--- config.mk ---
export PLATFORM = sky130hd
export DESIGN_NAME = buffered_uart_tx_rx_queues_unit
export DESIGN_NICKNAME = d
export VERILOG_FILES = /design/src/design/buq_pkg.sv /design/src/design/buffered_uart_tx_rx_queues_unit.sv /design/src/design/buq_front.sv /design/src/design/buq_back.sv
export SDC_FILE = /design/constraint.sdc
export NUM_CORES = 2
export LEC_CHECK = 0
export BUFFER_PORTS_ARGS = -buffer_cell sky130_fd_sc_hd__buf_2
export CORE_ASPECT_RATIO = 1.75
export CORE_MARGIN = 2
export CORE_UTILIZATION = 60
export DETAILED_ROUTE_END_ITERATION = 7
export PLACE_DENSITY_LB_ADDON = 0.3
export SYNTH_ARGS = -nofsm -noshare
export SYNTH_HDL_FRONTEND = slang
export SYNTH_HIERARCHICAL = 1
export SYNTH_SLANG_ARGS = --single-unit
export TNS_END_PERCENT = 1
--- constraint.sdc ---
create_clock -name clock -period 7.4 [get_ports clock]
set_input_delay 0.74 -clock clock [delete_from_list [all_inputs] [get_ports clock]]
set_output_delay 0.74 -clock clock [all_outputs]
set_load 0.01 [all_outputs]
--- src/design/buq_pkg.sv ---
// shared types and constants for the buffered uart queue block
// no dependencies; imported by buq_front, buq_back and the top level
`default_nettype none

package buq_pkg;

   localparam int BYTE_W   = 8;
   localparam int CNT_W    = 7;
   localparam logic [CNT_W-1:0] MAX_READ = 7'd64;
   localparam logic [CNT_W-1:0] SAT_MAX  = 7'd127;

   typedef enum logic [1:0] {
      OP_TX_BYTE   = 2'd0,
      OP_TX_EMPTY  = 2'd1,
      OP_RX_BYTE   = 2'd2,
      OP_HOST_READ = 2'd3
   } op_type;

   typedef enum logic [1:0] {
      STATUS_OK        = 2'd0,
      STATUS_TX_REJECT = 2'd1,
      STATUS_RX_EMPTY  = 2'd2,
      STATUS_RX_DROP   = 2'd3
   } status_type;

   typedef enum logic [1:0] {
      ST_IDLE = 2'd0,
      ST_EXEC = 2'd1,
      ST_READ = 2'd2
   } state_type;

   typedef struct packed {
      op_type              op;
      logic [BYTE_W-1:0]   data_byte;
      logic [CNT_W-1:0]    count;
      logic                burst_first;
      logic                line_ready;
   } item_type;

endpackage

`default_nettype wire

--- src/design/buffered_uart_tx_rx_queues_unit.sv ---
// Buffered UART transmit/receive queue unit. The front end takes one request
// transaction per cycle, while req_stall is low, into a two-entry queue; the
// back end then fetches each transaction and presents the queue heads from
// the registered memory read ports, then executes it into the response
// register, and a host read returns its bytes one byte per cycle out of the
// receive memory while rsp_stall does not hold the response. While a response
// waits on rsp_stall the back end holds its next transaction in the execute
// step, so a stall delays that transaction. Queue memories need no clearing
// after reset. Depends on buq_pkg, buq_front and buq_back.
`default_nettype none

module buffered_uart_tx_rx_queues_unit #(
   parameter int TX_DEPTH = 64,
   parameter int RX_DEPTH = 64
) (
   input  wire         clock,
   input  wire         reset,
   // request channel
   input  wire         req_valid,
   output logic        req_stall,
   input  wire  [1:0]  req_action,
   input  wire  [7:0]  req_data_byte,
   input  wire  [6:0]  req_count,
   input  wire         req_burst_first,
   input  wire         req_line_ready,
   // response channel
   output logic        rsp_valid,
   input  wire         rsp_stall,
   output logic [1:0]  rsp_status,
   output logic        rsp_line_write,
   output logic [7:0]  rsp_line_byte,
   output logic        rsp_rx_valid,
   output logic [7:0]  rsp_rx_byte,
   output logic        rsp_last,
   output logic        rsp_tx_busy,
   output logic        rsp_tx_irq_enable,
   output logic [6:0]  rsp_rx_level,
   output logic [6:0]  rsp_tx_free
);
   import buq_pkg::*;

   // handoff between front and back
   logic     item_valid;
   item_type item;
   logic     item_pop;

   // front: decode, clamp read lengths, buffer transactions
   buq_front u_front (
      .clock           (clock),
      .reset           (reset),
      .req_valid       (req_valid),
      .req_stall       (req_stall),
      .req_action      (req_action),
      .req_data_byte   (req_data_byte),
      .req_count       (req_count),
      .req_burst_first (req_burst_first),
      .req_line_ready  (req_line_ready),
      .item_valid      (item_valid),
      .item            (item),
      .item_pop        (item_pop)
   );

   // back: ring queues, burst admission, transmitter kick-start, host reads
   buq_back #(
      .TX_DEPTH (TX_DEPTH),
      .RX_DEPTH (RX_DEPTH)
   ) u_back (
      .clock             (clock),
      .reset             (reset),
      .item_valid        (item_valid),
      .item              (item),
      .item_pop          (item_pop),
      .rsp_valid         (rsp_valid),
      .rsp_stall         (rsp_stall),
      .rsp_status        (rsp_status),
      .rsp_line_write    (rsp_line_write),
      .rsp_line_byte     (rsp_line_byte),
      .rsp_rx_valid      (rsp_rx_valid),
      .rsp_rx_byte       (rsp_rx_byte),
      .rsp_last          (rsp_last),
      .rsp_tx_busy       (rsp_tx_busy),
      .rsp_tx_irq_enable (rsp_tx_irq_enable),
      .rsp_rx_level      (rsp_rx_level),
      .rsp_tx_free       (rsp_tx_free)
   );

endmodule

`default_nettype wire

--- src/design/buq_front.sv ---
// front end: takes request transactions, classifies them, holds them in a two-entry queue
// depends on buq_pkg
`default_nettype none

module buq_front (
   input  wire                       clock,
   input  wire                       reset,
   input  wire                       req_valid,
   output logic                      req_stall,
   input  wire  [1:0]                req_action,
   input  wire  [7:0]                req_data_byte,
   input  wire  [6:0]                req_count,
   input  wire                       req_burst_first,
   input  wire                       req_line_ready,
   output logic                      item_valid,
   output buq_pkg::item_type         item,
   input  wire                       item_pop
);
   import buq_pkg::*;

   item_type   entry_ff [2];
   logic       wr_ptr_ff, wr_ptr_in;
   logic       rd_ptr_ff, rd_ptr_in;
   logic [1:0] fill_ff, fill_in;
   logic       push;
   item_type   decoded;

   // classify the transaction and clamp read lengths
   always_comb begin
      decoded.data_byte   = req_data_byte;
      decoded.burst_first = req_burst_first;
      decoded.line_ready  = req_line_ready;
      decoded.count       = req_count;
      unique case (op_type'(req_action))
         OP_TX_BYTE:  decoded.op = OP_TX_BYTE;
         OP_TX_EMPTY: decoded.op = OP_TX_EMPTY;
         OP_RX_BYTE:  decoded.op = OP_RX_BYTE;
         OP_HOST_READ: begin
            decoded.op = OP_HOST_READ;
            if (req_count > MAX_READ) begin
               decoded.count = MAX_READ;
            end
         end
         default: decoded.op = OP_TX_BYTE;
      endcase
   end

   assign req_stall  = (fill_ff == 2'd2);
   assign push       = req_valid && !req_stall;
   assign item_valid = (fill_ff != 2'd0);
   assign item       = entry_ff[rd_ptr_ff];

   always_comb begin
      wr_ptr_in = push ? !wr_ptr_ff : wr_ptr_ff;
      rd_ptr_in = item_pop ? !rd_ptr_ff : rd_ptr_ff;
      fill_in   = fill_ff + {1'b0, push} - {1'b0, item_pop};
   end

   always_ff @(posedge clock) begin
      if (reset) begin
         wr_ptr_ff <= 1'b0;
         rd_ptr_ff <= 1'b0;
         fill_ff   <= 2'd0;
      end else begin
         wr_ptr_ff <= wr_ptr_in;
         rd_ptr_ff <= rd_ptr_in;
         fill_ff   <= fill_in;
      end
   end

   always_ff @(posedge clock) begin
      if (push) begin
         entry_ff[wr_ptr_ff] <= decoded;
      end
   end

endmodule

`default_nettype wire

--- src/design/buq_back.sv ---
// back end: transmit and receive ring queues, burst admission, kick-start and result register
// depends on buq_pkg
`default_nettype none

module buq_back #(
   parameter int TX_DEPTH = 64,
   parameter int RX_DEPTH = 64
) (
   input  wire                       clock,
   input  wire                       reset,
   input  wire                       item_valid,
   input  buq_pkg::item_type         item,
   output logic                      item_pop,
   output logic                      rsp_valid,
   input  wire                       rsp_stall,
   output logic [1:0]                rsp_status,
   output logic                      rsp_line_write,
   output logic [7:0]                rsp_line_byte,
   output logic                      rsp_rx_valid,
   output logic [7:0]                rsp_rx_byte,
   output logic                      rsp_last,
   output logic                      rsp_tx_busy,
   output logic                      rsp_tx_irq_enable,
   output logic [6:0]                rsp_rx_level,
   output logic [6:0]                rsp_tx_free
);
   import buq_pkg::*;

   localparam int TX_AW = $clog2(TX_DEPTH);
   localparam int RX_AW = $clog2(RX_DEPTH);
   localparam int TX_LW = $clog2(TX_DEPTH + 1);
   localparam int RX_LW = $clog2(RX_DEPTH + 1);
   localparam int TXC   = (TX_LW > CNT_W) ? TX_LW : CNT_W;
   localparam int RXC   = (RX_LW > CNT_W) ? RX_LW : CNT_W;
   localparam logic [TX_AW-1:0] TX_LAST = TX_AW'(TX_DEPTH - 1);
   localparam logic [RX_AW-1:0] RX_LAST = RX_AW'(RX_DEPTH - 1);
   localparam logic [TX_LW-1:0] TX_FULL = TX_LW'(TX_DEPTH);
   localparam logic [RX_LW-1:0] RX_FULL = RX_LW'(RX_DEPTH);

   // storage
   logic [BYTE_W-1:0] tx_store_ff [TX_DEPTH];
   logic [BYTE_W-1:0] rx_store_ff [RX_DEPTH];
   logic [BYTE_W-1:0] tx_rdata_ff, rx_rdata_ff;

   state_type         state_ff, state_in;
   item_type          item_ff, item_in;
   logic [CNT_W-1:0]  read_left_ff, read_left_in;
   logic [TX_AW-1:0]  tx_head_ff, tx_head_in, tx_tail_ff, tx_tail_in;
   logic [TX_LW-1:0]  tx_level_ff, tx_level_in;
   logic [RX_AW-1:0]  rx_head_ff, rx_head_in, rx_tail_ff, rx_tail_in;
   logic [RX_LW-1:0]  rx_fill_ff, rx_fill_in;
   logic              busy_ff, busy_in, irq_ff, irq_in;
   logic [CNT_W-1:0]  burst_left_ff, burst_left_in;
   logic              refused_ff, refused_in;

   logic              tx_we, rx_we, out_free, load, wrote;
   logic [TX_LW-1:0]  tx_level_mid;
   logic [TXC-1:0]    tx_free_x, tx_free_out;
   logic [RXC-1:0]    rx_fill_x, n_eff;
   status_type        r_status;
   logic              r_lw, r_rv, r_last;
   logic [BYTE_W-1:0] r_lb, r_rb;

   logic              rsp_valid_ff;
   status_type        status_ff;
   logic              line_write_ff, rx_valid_ff, last_ff, tx_busy_ff, tx_irq_ff;
   logic [BYTE_W-1:0] line_byte_ff, rx_byte_ff;
   logic [CNT_W-1:0]  rx_level_ff, tx_free_ff;

   assign out_free  = !rsp_valid_ff || !rsp_stall;
   assign tx_free_x = TXC'(TX_DEPTH) - TXC'(tx_level_ff);
   assign rx_fill_x = RXC'(rx_fill_ff);

   always_comb begin
      state_in      = state_ff;
      item_in       = item_ff;
      read_left_in  = read_left_ff;
      tx_head_in    = tx_head_ff;
      tx_tail_in    = tx_tail_ff;
      tx_level_in   = tx_level_ff;
      rx_head_in    = rx_head_ff;
      rx_tail_in    = rx_tail_ff;
      rx_fill_in    = rx_fill_ff;
      busy_in       = busy_ff;
      irq_in        = irq_ff;
      burst_left_in = burst_left_ff;
      refused_in    = refused_ff;
      tx_we         = 1'b0;
      rx_we         = 1'b0;
      item_pop      = 1'b0;
      load          = 1'b0;
      wrote         = 1'b0;
      tx_level_mid  = tx_level_ff;
      n_eff         = '0;
      r_status      = STATUS_OK;
      r_lw          = 1'b0;
      r_lb          = '0;
      r_rv          = 1'b0;
      r_rb          = '0;
      r_last        = 1'b1;

      unique case (state_ff)
         ST_IDLE: begin
            if (item_valid) begin
               item_pop = 1'b1;
               item_in  = item;
               state_in = ST_EXEC;
            end
         end

         ST_EXEC: begin
            if (out_free) begin
               load     = 1'b1;
               state_in = ST_IDLE;
               unique case (item_ff.op)
                  OP_TX_BYTE: begin
                     if (item_ff.burst_first && item_ff.count == '0) begin
                        // zero-length burst closes any open burst
                        burst_left_in = '0;
                        refused_in    = 1'b0;
                     end else begin
                        if (item_ff.burst_first) begin
                           burst_left_in = item_ff.count;
                           refused_in    = tx_free_x < TXC'(item_ff.count);
                        end else if (burst_left_ff == '0) begin
                           // stray byte: burst of one
                           burst_left_in = CNT_W'(1);
                           refused_in    = (tx_level_ff == TX_FULL);
                        end
                        if (refused_in || tx_level_ff == TX_FULL) begin
                           r_status = STATUS_TX_REJECT;
                        end else begin
                           tx_we        = 1'b1;
                           wrote        = 1'b1;
                           tx_tail_in   = (tx_tail_ff == TX_LAST) ? '0 : tx_tail_ff + 1'b1;
                           tx_level_mid = tx_level_ff + 1'b1;
                        end
                        tx_level_in   = tx_level_mid;
                        burst_left_in = burst_left_in - 1'b1;
                        // kick-start after the last byte of an accepted burst
                        if (burst_left_in == '0 && !refused_in) begin
                           if (busy_ff) begin
                              irq_in = 1'b1;
                           end else begin
                              busy_in = 1'b1;
                              if (item_ff.line_ready) begin
                                 if (tx_level_mid != '0) begin
                                    r_lw        = 1'b1;
                                    // an empty queue means the head is the byte just written
                                    r_lb        = (wrote && tx_level_ff == '0) ?
                                                  item_ff.data_byte : tx_rdata_ff;
                                    tx_head_in  = (tx_head_ff == TX_LAST) ?
                                                  '0 : tx_head_ff + 1'b1;
                                    tx_level_in = tx_level_mid - 1'b1;
                                    irq_in      = 1'b1;
                                 end else begin
                                    busy_in = 1'b0;
                                    irq_in  = 1'b0;
                                 end
                              end else begin
                                 irq_in = 1'b1;
                              end
                           end
                        end
                        if (burst_left_in == '0) begin
                           refused_in = 1'b0;
                        end
                     end
                  end

                  OP_TX_EMPTY: begin
                     if (busy_ff && irq_ff) begin
                        if (tx_level_ff != '0) begin
                           r_lw        = 1'b1;
                           r_lb        = tx_rdata_ff;
                           tx_head_in  = (tx_head_ff == TX_LAST) ? '0 : tx_head_ff + 1'b1;
                           tx_level_in = tx_level_ff - 1'b1;
                        end else begin
                           busy_in = 1'b0;
                           irq_in  = 1'b0;
                        end
                     end
                  end

                  OP_RX_BYTE: begin
                     if (rx_fill_ff != RX_FULL) begin
                        rx_we      = 1'b1;
                        rx_tail_in = (rx_tail_ff == RX_LAST) ? '0 : rx_tail_ff + 1'b1;
                        rx_fill_in = rx_fill_ff + 1'b1;
                     end else begin
                        r_status = STATUS_RX_DROP;
                     end
                  end

                  OP_HOST_READ: begin
                     if (item_ff.count == '0) begin
                        r_status = STATUS_OK;
                     end else if (rx_fill_ff == '0) begin
                        r_status = STATUS_RX_EMPTY;
                     end else begin
                        n_eff      = (RXC'(item_ff.count) > rx_fill_x) ?
                                     rx_fill_x : RXC'(item_ff.count);
                        r_rv       = 1'b1;
                        r_rb       = rx_rdata_ff;
                        rx_head_in = (rx_head_ff == RX_LAST) ? '0 : rx_head_ff + 1'b1;
                        rx_fill_in = rx_fill_ff - 1'b1;
                        r_last     = (n_eff == RXC'(1));
                        if (!r_last) begin
                           read_left_in = n_eff[CNT_W-1:0] - 1'b1;
                           state_in     = ST_READ;
                        end
                     end
                  end

                  default: r_status = STATUS_OK;
               endcase
            end
         end

         ST_READ: begin
            // one byte per cycle while out_free holds; read data follows the head pointer
            if (out_free) begin
               load         = 1'b1;
               r_rv         = 1'b1;
               r_rb         = rx_rdata_ff;
               rx_head_in   = (rx_head_ff == RX_LAST) ? '0 : rx_head_ff + 1'b1;
               rx_fill_in   = rx_fill_ff - 1'b1;
               r_last       = (read_left_ff == CNT_W'(1));
               read_left_in = read_left_ff - 1'b1;
               if (r_last) begin
                  state_in = ST_IDLE;
               end
            end
         end

         default: state_in = ST_IDLE;
      endcase
   end

   assign tx_free_out = TXC'(TX_DEPTH) - TXC'(tx_level_in);

   always_ff @(posedge clock) begin
      if (reset) begin
         state_ff      <= ST_IDLE;
         read_left_ff  <= '0;
         tx_head_ff    <= '0;
         tx_tail_ff    <= '0;
         tx_level_ff   <= '0;
         rx_head_ff    <= '0;
         rx_tail_ff    <= '0;
         rx_fill_ff    <= '0;
         busy_ff       <= 1'b0;
         irq_ff        <= 1'b0;
         burst_left_ff <= '0;
         refused_ff    <= 1'b0;
         rsp_valid_ff  <= 1'b0;
      end else begin
         state_ff      <= state_in;
         read_left_ff  <= read_left_in;
         tx_head_ff    <= tx_head_in;
         tx_tail_ff    <= tx_tail_in;
         tx_level_ff   <= tx_level_in;
         rx_head_ff    <= rx_head_in;
         rx_tail_ff    <= rx_tail_in;
         rx_fill_ff    <= rx_fill_in;
         busy_ff       <= busy_in;
         irq_ff        <= irq_in;
         burst_left_ff <= burst_left_in;
         refused_ff    <= refused_in;
         if (load) begin
            rsp_valid_ff <= 1'b1;
         end else if (!rsp_stall) begin
            rsp_valid_ff <= 1'b0;
         end
      end
   end

   // payload registers
   always_ff @(posedge clock) begin
      item_ff <= item_in;
      if (load) begin
         status_ff     <= r_status;
         line_write_ff <= r_lw;
         line_byte_ff  <= r_lb;
         rx_valid_ff   <= r_rv;
         rx_byte_ff    <= r_rb;
         last_ff       <= r_last;
         tx_busy_ff    <= busy_in;
         tx_irq_ff     <= irq_in;
         rx_level_ff   <= (RXC'(rx_fill_in) > RXC'(SAT_MAX)) ?
                          SAT_MAX : CNT_W'(RXC'(rx_fill_in));
         tx_free_ff    <= (tx_free_out > TXC'(SAT_MAX)) ? SAT_MAX : CNT_W'(tx_free_out);
      end
   end

   // queue memories, registered read at the next head position
   always_ff @(posedge clock) begin
      if (tx_we) begin
         tx_store_ff[tx_tail_ff] <= item_ff.data_byte;
      end
      tx_rdata_ff <= tx_store_ff[tx_head_in];
   end

   always_ff @(posedge clock) begin
      if (rx_we) begin
         rx_store_ff[rx_tail_ff] <= item_ff.data_byte;
      end
      rx_rdata_ff <= rx_store_ff[rx_head_in];
   end

   assign rsp_valid         = rsp_valid_ff;
   assign rsp_status        = status_ff;
   assign rsp_line_write    = line_write_ff;
   assign rsp_line_byte     = line_byte_ff;
   assign rsp_rx_valid      = rx_valid_ff;
   assign rsp_rx_byte       = rx_byte_ff;
   assign rsp_last          = last_ff;
   assign rsp_tx_busy       = tx_busy_ff;
   assign rsp_tx_irq_enable = tx_irq_ff;
   assign rsp_rx_level      = rx_level_ff;
   assign rsp_tx_free       = tx_free_ff;

`ifndef SYNTHESIS
   a_tx_level_bound: assert property (@(posedge clock) disable iff (reset)
      tx_level_ff <= TX_FULL)
      else $error("transmit level above depth");
   a_rx_fill_bound: assert property (@(posedge clock) disable iff (reset)
      rx_fill_ff <= RX_FULL)
      else $error("receive fill above depth");
   a_irq_needs_busy: assert property (@(posedge clock) disable iff (reset)
      irq_ff |-> busy_ff)
      else $error("interrupt enable set while transmitter idle");
   a_read_has_bytes: assert property (@(posedge clock) disable iff (reset)
      (state_ff == ST_READ) |-> (read_left_ff != '0 && rx_fill_ff >= RX_LW'(read_left_ff)))
      else $error("read burst longer than receive fill");
`endif

endmodule

`default_nettype wire
# --- Word-level counts from Yosys, hierarchy flattened ---
# Memory sizes are Yosys's and may differ from the RTL's. A register that Yosys moved wholly into a read port is not among the register bits.
# Index checks and enable logic that the tools add are counted.
# W data, S select, Z words.
totals:
  output_inout_bits: 39
  mem_bits_rw: 1062
  reg_bits: 99
  mem_count: 3
op_classes:
  add_sub_neg: 16
  n_bitwise: 2
  n_eq_ne: 26
  n_reduce_logical: 33
  mux: 158
  magnitude_cmp: 5
mem_list:
  columns: ["memory", "depth", "word_bits", "rd", "rd_clocked_by_memory_dff", "wr", "line", "rtl"]
  rows:
  - ["u_back.rx_store_ff", 64, 8, 1, 1, 1, "buq_back.sv:42", "logic [BYTE_W-1:0] rx_store_ff [RX_DEPTH];"]
  - ["u_back.tx_store_ff", 64, 8, 1, 1, 1, "buq_back.sv:41", "logic [BYTE_W-1:0] tx_store_ff [TX_DEPTH];"]
  - ["u_front.entry_ff", 2, 19, 1, 1, 1, "buq_front.sv:21", "item_type entry_ff [2];"]
ops:
  columns: ["op", "count"]
  rows:
  - ["$mux W7", 35]
  - ["$mux W6", 18]
  - ["$mux W8", 13]
  - ["$mux W1", 64]
  - ["$pmux W7 S2", 4]
  - ["$sub A7 B1 Y7 const B", 6]
  - ["$logic_not A7 Y1", 5]
  - ["$pmux W8 S2", 2]
  - ["$add A6 B1 Y6 const B", 4]
  - ["$eq A6 B6 Y1 const B", 4]
  - ["$mux W2", 12]
  - ["$pmux W6 S2", 2]
  - ["$gt A7 B7 Y1 const B", 3]
  - ["$add A7 B1 Y7 const B", 2]
  - ["$eq A7 B1 Y1 const B", 2]
  - ["$reduce_bool A7 Y1", 2]
  - ["$sub A7 B7 Y7 const A", 2]
  - ["$eq A2 B2 Y1 const B", 6]
  - ["$pmux W2 S3", 2]
  - ["$ne A2 B1 Y1 const B", 5]
  - ["$pmux W1 S2", 5]
  - ["$ne A2 B2 Y1 const B", 4]
  - ["$pmux W2 S4", 1]
  - ["$reduce_and A4 Y1", 2]
  - ["18 further kinds", 35]

# --- Depth between registers and ports, before layout ---
logic_depth:
  depth_word: 24
  mapped_depth: 23
  depth_no_buf: 19

# --- Modules after synthesis ---
# Netlist, hierarchy kept.
modules_own_cells:
  columns: ["mod", "cells_each", "n_inst", "seq_area_each_um2", "area_per_inst_um2"]
  rows:
  - ["buq_back", 3834, 1, 33912.5, 48482.7]
  - ["buq_front", 95, 1, 1241.2, 1656.6]

# --- Worst setup path before layout ---
# OpenSTA, ideal clock, no wires.
synth_path:
  kind: "register to register"
  start: "register u_back.tx_level_ff[0]"
  end: "register u_back.tx_rdata_ff[3], read port of u_back.tx_store_ff"
  slack_ns: 2.397
  period_less_slack_ns: 5.003
  stages_incl_launch_ff: 24
  arrival_time_ns: 4.874
  cell_sequence: "dfxtp_1 -> clkbuf_1 -> inv_1 -> ha_1 -> or3b_2 -> or3_1 -> nand2_1 -> ha_1 -> nand2_1 -> o2111a_1 -> o21a_1 -> nor4_1 -> nand4b_2 -> a31oi_4 -> mux2i_2 -> buf_4 -> buf_6 -> buf_4 -> buf_2 -> mux2i_1 -> a32oi_1 -> and3_1 -> a21oi_1 -> nand4_1"
synth_via:
  elab_chain_cells: 22
  word_cells_on_any_way: 30
synth_lines:
  columns: ["element", "line", "rtl"]
  rows:
  - ["from (decl)", "buq_back.sv:49", "logic [TX_LW-1:0] tx_level_ff, tx_level_in;"]
  - ["from (signal assigned)", "buq_back.sv:262", "tx_level_ff <= tx_level_in;"]
  - ["$sub A7 B7 Y7 / $eq A7 B7 Y1 (equally long branches)", "buq_back.sv:71, buq_back.sv:128, buq_back.sv:130", null]
  - ["$lt A7 B7 Y1 / $mux W1 (equally long branches)", "buq_back.sv:124, buq_back.sv:125", null]
  - ["$mux W1", "buq_back.sv:122", "if (item_ff.burst_first) begin"]
  - ["$mux W1", "buq_back.sv:117", "if (item_ff.burst_first && item_ff.count == '0) begin"]
  - ["$mux W1", "buq_back.sv:115", "unique case (item_ff.op)"]
  - ["$mux W1", "buq_back.sv:112", "if (out_free) begin"]
  - ["$mux W1", "buq_back.sv:102", "unique case (state_ff)"]
  - ["$logic_or A1 B1 Y1", "buq_back.sv:130", "if (refused_in || tx_level_ff == TX_FULL) begin"]
  - ["[... 6 more ...]", null, null]
  - ["$mux W6", "buq_back.sv:147", "if (tx_level_mid != '0) begin"]
  - ["$mux W6", "buq_back.sv:146", "if (item_ff.line_ready) begin"]
  - ["$mux W6", "buq_back.sv:142", "if (busy_ff) begin"]
  - ["$mux W6", "buq_back.sv:141", "if (burst_left_in == '0 && !refused_in) begin"]
  - ["$mux W6", "buq_back.sv:117", null]
  - ["$pmux W6 S2 *", "buq_back.sv:115", null]
  - ["$mux W6 *", "buq_back.sv:112", null]
  - ["$mux W6 *", "buq_back.sv:102", null]
  - ["to (decl)", "buq_back.sv:43", "logic [BYTE_W-1:0] tx_rdata_ff, rx_rdata_ff;"]
# Mark *: on every way between the ends. The rest lies on a longest branch, timed or not. The select of a mux whose other input is x is not followed.
# A chain may end at the register's enable or synchronous reset.

# --- Worst setup path in the final report ---
layout_path:
  start: "register u_back.tx_level_ff[0]"
  end: "register u_back.tx_rdata_ff[2], read port of u_back.tx_store_ff"
# Same word-level chain as after synthesis.

==> flow_metrics.env <==
export IMPL_critPathCaptureType="flip-flop"
export IMPL_rsz0062_at_grt="false"
export IMPL_initial_utilization=0.604
export IMPL_path_buf_inv=2
export IMPL_regToRegStartpoint="u_back/tx_level_ff[0]"
export IMPL_ant_nets=0
export IMPL_hold_start="req_data_byte[7]"
export IMPL_vias_per_cell=6.46
export IMPL_cts_buffer_depth=3
export IMPL_slowest_delay_ns=0.83
export IMPL_syn_inst=3929
export IMPL_crit_arrival_ns=7.06
export IMPL_r2r_end="u_back/tx_rdata_ff[2]"
export IMPL_hold_viol_final=0
export IMPL_hold_class="in2reg"
export IMPL_ys_types=94
export IMPL_post_cts_resized=0
export IMPL_power_density_nw_per_um2=309
export IMPL_min_period_ns=6.49
export IMPL_worstPathCellList="inv_1 > ha_1 > or3b_2 > or3_1 > nand2_1 > ha_1 > nand2_1 > o2111a_1 > o21a_1 > or3_4 > or3_1 > buf_4 > nor4_1 > o22a_1 > or3_1 > a21oi_1 > a2111oi_0 > or4_1 > nand4_1"
export IMPL_crit_type="reg2reg"
export IMPL_root_buffer="clkbuf_16"
export IMPL_nets=3978
export IMPL_fin_worst_skew_ns=0.0270
export IMPL_core_area_sq_um=83000
export IMPL_cp_slowest_cell="or3_1"
export IMPL_status="complete, no violations"
export IMPL_worstSetupStartpoint="u_back/tx_level_ff[0]"
export IMPL_wl_per_cell_um=25.4
export IMPL_cp_common_cell="or3_1"
export IMPL_cts_reportedPaths_clkPinSlew_ns=0.07
export IMPL_worst_path_max_fanout=25
export IMPL_cts_sinks=1197
export IMPL_vias=32700
export IMPL_synth_edf_count=1118
export IMPL_drive_above_1_share=0.0906
export IMPL_layout_commonest_cell="edfxtp_1"
export IMPL_fmax_ghz=0.154
export IMPL_synth_async_reset_ratio=0
export IMPL_peakVddDrop_mv=0.205
export IMPL_tightest_slew_ns=1.16
export IMPL_drc=0
export IMPL_rows=140
export IMPL_ys_warn_count=6
export IMPL_grt_pass1_wl_um=191000
export IMPL_cts_max_level=3
export IMPL_ys_top_cells_by_area="edfxtp_1 (67%), nand2_1 (6.5%), dfxtp_1 (3.2%), mux2i_1 (2.8%), a311oi_1 (2.0%)"
export IMPL_rrSetupSlack_ns=0.91
export IMPL_cts_tree="done"
export IMPL_fin_setup_tns_ns=0
export IMPL_clkLatencyLatePin_ns=0.71
export IMPL_port_buffers=61
export IMPL_fin_ws_ns=0.912
export IMPL_holdPathEnd="u_front/entry_ff[1][16]"
export IMPL_syn_area_sq_um=50100
export IMPL_track_usage=0.296
export IMPL_global_route_overflow_total=0
export IMPL_n_antenna_cell=0
export IMPL_syn_area_per_cell_sq_um=12.8
export IMPL_numCtsBuffers=103
export IMPL_routabilityCongestion=0.943
export IMPL_synthDominantAreaCellType="edfxtp_1"
export IMPL_fp_dieW_um=223
export IMPL_setup_viol=0
export IMPL_power_mw=16.9
export IMPL_start_kind="flip-flop"
export IMPL_grt_pass1_vias=32200
export IMPL_area_growth_pct=9.23
export IMPL_seq_area_frac_synth=0.701
export IMPL_fillers=5924
export IMPL_drv_cap=0
export IMPL_path_delay_family="simple AND/OR/NAND/NOR gates"
export IMPL_wl_um=129000
export IMPL_ctsHoldBuffers=0
export IMPL_path_depth=19
export IMPL_whs_path_depth=1
export IMPL_slew_viol_final=0
export IMPL_ys_flop_type="edfxtp_1"
export IMPL_grt_max_degree=112
export IMPL_dr_pass1_iters=8
export IMPL_relSlewSlack=0.225
export IMPL_drt_iter0_markers=3684
export IMPL_synth_nets=3986
export IMPL_cp_data_required_time_ns=7.97
export IMPL_fin_crit_sh=0.877
export IMPL_cts_setup_buffers=0
export IMPL_synth_seq_cells=1197
export IMPL_synth_top_area_frac=0.670
export IMPL_dp_hpwl_um=82200
export IMPL_dieArea_sq_um=86000
export IMPL_reg2regPathDepth=19
export IMPL_dpl_worst_slack_ns=1.16
export IMPL_grt_antenna_before_repair=2
export IMPL_io_pins=62
export IMPL_final_cell_mix="edfxtp_1 (1118), nand2_1 (872), nor2_1 (243)"
export IMPL_die_h_um=386
export IMPL_p_leak_nw=19.1
==> kinds of logic (layout without fill, tap and decap cells) <==
family                   count (synthesis)  after routing  synth area share
adder cells (fa/ha/maj)                 34             34           0.00848
buffers and inverters                  304            380            0.0255
AND/OR/NAND/NOR                       1604           1604             0.142
flip-flops                            1197           1197             0.701
AO/OA/AOI/OAI                          593            593            0.0843
multiplexers                           159            159            0.0323
XOR/XNOR                                38             38           0.00664
==> where the power goes <==
part	total, mW	switching (mW)	leakage [nW]	internal [mW]
Combinational	2.92	2.21	6.77	0.713
Clock	5.29	2.37	1.64	2.92
Sequential	8.69	0.216	10.7	8.47
==> sequential cells by signal, indices dropped and copies added, names as in the netlist, 2 cells and up, named ones only <==
register and flops:
u_back/rx_store_ff 512, u_back/tx_store_ff 512, u_front/entry_ff 38, u_back/item_ff 19
u_back/rsp_line_byte 8, u_back/rsp_rx_byte 8, u_back/rx_rdata_ff 8, u_back/tx_rdata_ff 8
u_back/burst_left_ff 7, u_back/read_left_ff 7, u_back/rsp_rx_level 7, u_back/rsp_tx_free 7
u_back/rx_fill_ff 7, u_back/tx_level_ff 7, u_back/rx_head_ff 6, u_back/rx_tail_ff 6
u_back/tx_head_ff 6, u_back/tx_tail_ff 6, u_back/rsp_status 2, u_back/state_ff 2
u_front/fill_ff 2
==> Yosys cell counts (all sizes together), types with 27 or more instances <==
library cell	number
inv	47
a21oi	150
and2	27
o21ai	55
a32oi	43
nor3	38
a311oi	112
a2111oi	31
ha	34
mux2i	139
and3	90
nand2	872
dfxtp	79
nor2	244
nand3	181
a31oi	37
clkbuf	154
o22ai	46
buf	102
edfxtp	1118
==> worst reg2reg max path, delay by kind of cell, from the launching register on <==
family          cells  cell delay (ns)
buf+inv             2             0.36
flops               1             0.40
compound gates      5             1.50
fa+ha+maj           2             0.42
simple gates       10             3.69
==> layer usage <==
| layer | GRT usage | routed length (um) | up-vias |
|---|---|---|---|
| met5 | 0 | 0 | - |
| met4 | 0.222 | 10600 | 0 |
| met3 | 0.0390 | 8400 | 429 |
| met2 | 0.528 | 67300 | 1633 |
| met1 | 0.320 | 42200 | 16000 |
| li1 | - | - | 14600 |
==> through the flow <==
step / area (sq um) / hold slack, ns / utilization / cells
after CTS: 54800 / 0.189 / 0.660 / 5070
after detailed placement: 51500 / 0.492 / 0.620 / 4881
final: 54800 / 0.227 / 0.660 / 5070
after global routing: 54800 / 0.210 / 0.660 / 5070
after floorplan: 50100 / 0.451 / - / 3929
after global placement: 51500 / 0.467 / 0.620 / 4881
==> how the worst max path moves through the flow <==
stage | to | slack, ns
3_3_place_gp | u_back/tx_rdata_ff[3] | 1.23
3_5_place_dp | u_back/tx_rdata_ff[2] | 1.16
2_1_floorplan | u_back/tx_rdata_ff[3] | 2.40
5_1_grt | u_back/tx_rdata_ff[0] | 0.62
4_1_cts | u_back/tx_rdata_ff[0] | 1.09
6_report | u_back/tx_rdata_ff[2] | 0.91
==> area by class of cell <==
type                    count  area, sq um  share of cell area
clock buffers             134         2840              0.0518
repair buffers            143         1010              0.0184
clock inverters            55          462             0.00843
flip-flops and latches   1197        35200               0.642
well taps                1065         1330              0.0243
inverters                  48          180             0.00329
multi-input cells        2428        13800               0.252
No activity file was read; power rests on OpenSTA's default activity.
